--- src/sv/u8btc_pkg.sv ---
// Shared types and constants for the bounded UTF-8 text checker.
// No dependencies.
package u8btc_pkg;

  localparam int CountBits = 10;
  localparam int MaxCpW    = 10;
  localparam int BoundW    = (CountBits > MaxCpW) ? CountBits : MaxCpW;
  localparam int AddrW     = 3;
  localparam int DataW     = 32;

  localparam logic [MaxCpW-1:0] MaxCpRst = 10'd256;

  // Byte classes
  localparam logic [7:0] AsciiMin  = 8'h20;
  localparam logic [7:0] AsciiDel  = 8'h7F;
  localparam logic [7:0] Lead2Min  = 8'hC2;
  localparam logic [7:0] Lead2Max  = 8'hDF;
  localparam logic [7:0] Lead3Min  = 8'hE0;
  localparam logic [7:0] Lead3Max  = 8'hEF;
  localparam logic [7:0] Lead4Min  = 8'hF0;
  localparam logic [7:0] Lead4Max  = 8'hF4;
  localparam logic [7:0] ContMin   = 8'h80;
  localparam logic [7:0] ContMax   = 8'hBF;
  localparam logic [7:0] LeadE0    = 8'hE0;
  localparam logic [7:0] LeadED    = 8'hED;
  localparam logic [7:0] LeadF0    = 8'hF0;
  localparam logic [7:0] LeadF4    = 8'hF4;
  localparam logic [7:0] E0ContMin = 8'hA0;
  localparam logic [7:0] EDContMax = 8'h9F;
  localparam logic [7:0] F0ContMin = 8'h90;
  localparam logic [7:0] F4ContMax = 8'h8F;

  typedef enum logic [0:0] {
    RegMaxCp = 1'b0
  } u8btc_reg_t;

  typedef enum logic [1:0] {
    VerdictChecking = 2'd0,
    VerdictAccept   = 2'd1,
    VerdictReject   = 2'd2
  } u8btc_verdict_t;

  typedef struct packed {
    logic [7:0] data_byte;
    logic       byte_present;
    logic       end_of_text;
  } u8btc_in_t;

  typedef struct packed {
    u8btc_verdict_t verdict;
    logic           final_res;
  } u8btc_out_t;

  // Input register contents handed to the checking stage.
  typedef struct packed {
    logic      valid;
    u8btc_in_t item;
  } u8btc_stage_t;

endpackage

--- src/sv/u8btc_core.sv ---
// Checking stage: per-text UTF-8 decoder state, code point counter and
// the result register. Depends on u8btc_pkg.
module u8btc_core (
  input  logic                          clk,
  input  logic                          rst_n,
  input  u8btc_pkg::u8btc_stage_t       stage,
  input  logic [u8btc_pkg::MaxCpW-1:0]  max_cp,
  output logic                          adv,
  output logic                          out_valid,
  input  logic                          out_stall,
  output u8btc_pkg::u8btc_out_t         out_data
);
  import u8btc_pkg::*;

  logic [1:0]           pend_r, pend_nxt;
  logic [7:0]           lead_r, lead_nxt;
  logic                 first_r, first_nxt;
  logic [CountBits-1:0] count_r, count_nxt;
  logic                 seen_r, seen_nxt;
  logic                 rej_r, rej_nxt;
  logic                 out_valid_r;
  u8btc_out_t           out_data_r;
  u8btc_out_t           res;

  logic [BoundW-1:0] cap_ext;
  logic [BoundW-1:0] max_ext;
  logic [BoundW-1:0] bound;
  logic              at_bound;
  logic [7:0]        b;
  logic              is_cont;
  logic              bad_first;
  logic              complete;
  logic [1:0]        pend_dec;
  logic              upd;

  assign adv = !out_valid_r || !out_stall;
  assign upd = stage.valid && adv;
  assign b   = stage.item.data_byte;

  // Bound is clipped to what the counter can hold.
  assign cap_ext  = BoundW'((32'd1 << CountBits) - 32'd1);
  assign max_ext  = BoundW'(max_cp);
  assign bound    = (max_ext < cap_ext) ? max_ext : cap_ext;
  assign at_bound = (BoundW'(count_r) >= bound);

  assign is_cont   = (b >= ContMin) && (b <= ContMax);
  assign bad_first = (lead_r == LeadE0 && b < E0ContMin) ||
                     (lead_r == LeadED && b > EDContMax) ||
                     (lead_r == LeadF0 && b < F0ContMin) ||
                     (lead_r == LeadF4 && b > F4ContMax);
  assign pend_dec  = pend_r - 2'd1;

  always_comb begin
    pend_nxt  = pend_r;
    lead_nxt  = lead_r;
    first_nxt = first_r;
    count_nxt = count_r;
    seen_nxt  = seen_r;
    rej_nxt   = rej_r;
    complete  = 1'b0;
    res.verdict   = VerdictChecking;
    res.final_res = stage.item.end_of_text;

    if (stage.item.byte_present) begin
      seen_nxt = 1'b1;
      if (!rej_r) begin
        if (pend_r == 2'd0) begin
          if (b <= AsciiDel) begin
            if (b < AsciiMin || b == AsciiDel) begin
              rej_nxt = 1'b1;
            end else begin
              complete = 1'b1;
            end
          end else if (b >= Lead2Min && b <= Lead2Max) begin
            pend_nxt  = 2'd1;
            lead_nxt  = b;
            first_nxt = 1'b1;
          end else if (b >= Lead3Min && b <= Lead3Max) begin
            pend_nxt  = 2'd2;
            lead_nxt  = b;
            first_nxt = 1'b1;
          end else if (b >= Lead4Min && b <= Lead4Max) begin
            pend_nxt  = 2'd3;
            lead_nxt  = b;
            first_nxt = 1'b1;
          end else begin
            rej_nxt = 1'b1;
          end
        end else if (!is_cont || (first_r && bad_first)) begin
          rej_nxt = 1'b1;
        end else begin
          first_nxt = 1'b0;
          pend_nxt  = pend_dec;
          complete  = (pend_dec == 2'd0);
        end
      end
    end

    if (complete) begin
      if (at_bound) begin
        rej_nxt = 1'b1;
      end else begin
        count_nxt = count_r + 1'b1;
      end
    end

    if (stage.item.end_of_text) begin
      if (rej_nxt || !seen_nxt || pend_nxt != 2'd0) begin
        res.verdict = VerdictReject;
      end else begin
        res.verdict = VerdictAccept;
      end
      pend_nxt  = 2'd0;
      lead_nxt  = 8'd0;
      first_nxt = 1'b0;
      count_nxt = '0;
      seen_nxt  = 1'b0;
      rej_nxt   = 1'b0;
    end else if (rej_nxt) begin
      res.verdict = VerdictReject;
    end
  end

  always_ff @(posedge clk) begin
    if (!rst_n) begin
      pend_r      <= 2'd0;
      lead_r      <= 8'd0;
      first_r     <= 1'b0;
      count_r     <= '0;
      seen_r      <= 1'b0;
      rej_r       <= 1'b0;
      out_valid_r <= 1'b0;
    end else begin
      if (upd) begin
        pend_r  <= pend_nxt;
        lead_r  <= lead_nxt;
        first_r <= first_nxt;
        count_r <= count_nxt;
        seen_r  <= seen_nxt;
        rej_r   <= rej_nxt;
      end
      if (adv) begin
        out_valid_r <= stage.valid;
      end
    end
  end

  always_ff @(posedge clk) begin
    if (upd) begin
      out_data_r <= res;
    end
  end

  assign out_valid = out_valid_r;
  assign out_data  = out_data_r;

endmodule

--- config.mk ---
export PLATFORM = sky130hd
export DESIGN_NAME = u8btc_core
export DESIGN_NICKNAME = d
export VERILOG_FILES = /design/src/sv/u8btc_pkg.sv /design/src/sv/u8btc_core.sv
export SDC_FILE = /design/constraint.sdc
export NUM_CORES = 1
export LEC_CHECK = 0
export ABC_AREA = 1
export BUFFER_PORTS_ARGS = -buffer_cell sky130_fd_sc_hd__clkbuf_2
export CORE_MARGIN = 1
export CORE_UTILIZATION = 25
export DETAILED_ROUTE_END_ITERATION = 8
export PLACE_DENSITY = 0.51
export SLEW_MARGIN = 40
export SYNTH_ARGS = -nofsm -noshare
export SYNTH_HDL_FRONTEND = slang
export SYNTH_SLANG_ARGS = --single-unit
--- constraint.sdc ---
create_clock -name clk -period 4.55 [get_ports clk]
set_input_delay 1.1375 -clock clk [delete_from_list [all_inputs] [get_ports clk]]
set_output_delay 1.1375 -clock clk [all_outputs]
set_load 0.01 [all_outputs]
==> out/results.ini <==
[timing]
finalSetupViolations=0
slew_viol_final=0
rsz0062_at_grt=false
final.setup_skew_ps=2.91
fin_crit_ps=2580
hold_ws_ps=465
hold_viol_final=0
setup_tns_ps=0
max_freq_ghz=0.387
period_share_pct=56.8
worstMarginPinSlew_ps=510
maxSlewHeadroom_pct=65.9

[worst_setup_path]
startpoint=max_cp[9]
r2r_cells=11
cp.required_ps=4590
arrival_ps=2620
max_stage_delay_ps=280
cpLargestDelayFamily=simple AND/OR/NAND/NOR gates
crit_end=out_data[2]
cp.depth=13
critPathLaunchType=input port
slowest_stage=ha_1
cp-end-kind=flop
ff2ff_setup_slack_ps=2520
crit_chain=clkbuf_2, inv_1, ha_1, nand2_1, nor2_1, o211ai_1, nand3_1, nor2_1, inv_1, nand3_1, nand3_1, nor2_1, a21oi_1
crit_type=input port to flop
critPathMaxFanout=3
critical_path_buf_inv_count=3
reg2reg_from=count_r[1]
regToRegEndpoint=out_data[2]

[power_and_ir_drop]
ir_drop_mv=0.0892
finalPower_uw=512
cellPowerDensity_mw_per_mm2=232
power.leakage_nw=1.04

[grt]
grt_max_degree=16
grtUsageTotal_pct=11.4
grt_pass1_wl_um=7170
grt_pass1_vias=1627
antenna_found_initial=0
overflow=0

[clock_tree]
cts_tree=done
cts_buffers=3
htree_levels=1
cts_setup_buffers=0
clock_latency_ps=280
path_clk_slew_ps=90
cts_resized=0
clk_path_buf_depth=2
ctsRootBufferMaster=clkbuf_8
cts.sinks=27
cts_hold_buf=0

[synth]
syn-num-nets=337
syn_area_mm2=0.00192
syn_area_per_cell_um2=6.39
synthCells=300
ys_seq_elements=27
ys_seq_area_share_pct=29.8
yosys_warnings=0
synth_cell_types=30

[layout]
fill_cells=818
antenna_cells=0
final_nets=366
syn2layout_area_growth_pct=15.3
drive_above_1_share_pct=14.9
finish.utilization_pct=30.1

[placement]
port_buffers=28
routabilityCongestion=0.830
hpwl_um=3390

[routing]
ant_nets=0
firstDrtPassIters=4
drt_iter0_markers=70
drc=0
wirelength_um=4210
post_drt_wl_per_cell_um=9.85
num_vias=1844
viasPerCell=4.32

[floorplan]
die_y_um=89.5
core_mm2=0.00733
die-area_mm2=0.00802
die_x_um=89.5
std_cell_rows=31
initial_core_util_pct=26.1
io_pins=29

[status]
outcome=complete, no violations

[worst_hold_path]
min_path_type=flop to flop

[job]
cap_violations=0

==> area by class of cell <==
type                    instances  area (µm²)  share of cell area, %
clock buffers                   4        45.0                   2.04
inverters                      45         174                   7.88
multi-input cells             224        1150                   52.3
flip-flops and latches         27         571                   25.8
well taps                      99         124                   5.61
repair buffers                 28         140                   6.35
==> synth_stat cells (all sizes together) <==
cell	n	area, µm²
a21oi	34	178
ha	13	163
or2	1	6.26
clkinv	1	8.76
nor2	42	163
nand2	89	372
inv	44	165
edfxtp	3	90.1
buf	1	5.00
o21ai	12	63.8
nand4	3	18.8
dfxtp	24	480
clkbuf	3	11.3
and2	1	6.26
nand3	19	113
o211ai	1	7.51
nor3	3	20.0
o21a	1	7.51
xor2	1	8.76
nor4	1	6.26
nand3b	3	22.5
==> flip-flops by register name, summed over array words and instances (netlist names) <==
| signal | cells |
|---|---|
| rej_r | 1 |
| first_r | 1 |
| count_r | 10 |
| seen_r | 1 |
| pend_r | 2 |
| out_data | 3 |
| lead_r | 8 |
| out_valid | 1 |
==> worst reg2reg max path: stages (launching register included) <==
cell,delay (ps)
dfxtp_1,440
ha_1,280
inv_1,60
nor2_1,40
o211ai_1,160
nand3_1,90
nor2_1,230
inv_1,80
nand3_1,90
nand3_1,110
nor2_1,140
a21oi_1,80
==> worst min-delay path by stage <==
stage,from,to,slack [ps],cells past startpoint
6_report,seen_r,seen_r,460,2
5_1_grt,seen_r,seen_r,470,2
4_1_cts,seen_r,seen_r,470,2
3_5_place_dp,seen_r,seen_r,450,2
3_3_place_gp,seen_r,seen_r,450,2
2_1_floorplan,seen_r,seen_r,440,2
==> cells by family (layout without fill, tap and decap cells) <==
family	after synthesis	count (layout)	synth area share (%)
XOR/XNOR	1	1	0.457
flip-flops	27	27	29.8
adder cells (fa/ha/maj)	13	13	8.49
buffers and inverters	49	77	9.93
AO/OA/AOI/OAI	48	48	13.4
AND/OR/NAND/NOR	162	162	37.9
==> per-stage QoR <==
| stage | instances | setup WS (ps) | cell area (µm²) |
|---|---|---|---|
| final | 427 | 1970 | 2210 |
| after global routing | 427 | 1770 | 2210 |
| after CTS | 427 | 1940 | 2210 |
| after floorplan | 300 | 1930 | 1920 |
| after detailed placement | 423 | 1630 | 2160 |
| after global placement | 423 | 1720 | 2160 |
==> layer usage <==
metal	wire length (µm)	track usage [%]	vias up
met5	0	0	-
met4	52	3.32	0
li1	-	-	1016
met1	2030	14.7	804
met3	116	1.85	5
met2	2010	19.4	19
==> placed cells by master (no fill, tap or decap), types with 2 or more instances in the layout <==
master,netlist,routed
inv_1,41,41
nand3_1,17,17
a21oi_2,2,2
o21ai_1,3,3
ha_1,13,13
dfxtp_1,24,24
edfxtp_1,3,3
nor3_1,2,2
nand4_1,3,3
o21ai_0,8,8
nand2_4,5,5
a21oi_1,32,32
nor2_1,40,40
nor2_2,2,2
inv_2,3,3
clkbuf_8,0,3
clkbuf_2,0,28
nand3b_1,3,3
nand2_1,84,84
==> power by group <==
| group | total (mW) | switching (mW) | internal (mW) |
|---|---|---|---|
| clock network | 0.140 | 0.0775 | 0.0630 |
| registers | 0.262 | 0.00919 | 0.253 |
| logic | 0.109 | 0.0689 | 0.0403 |
Note: power is estimated with default switching activity, not from simulation.
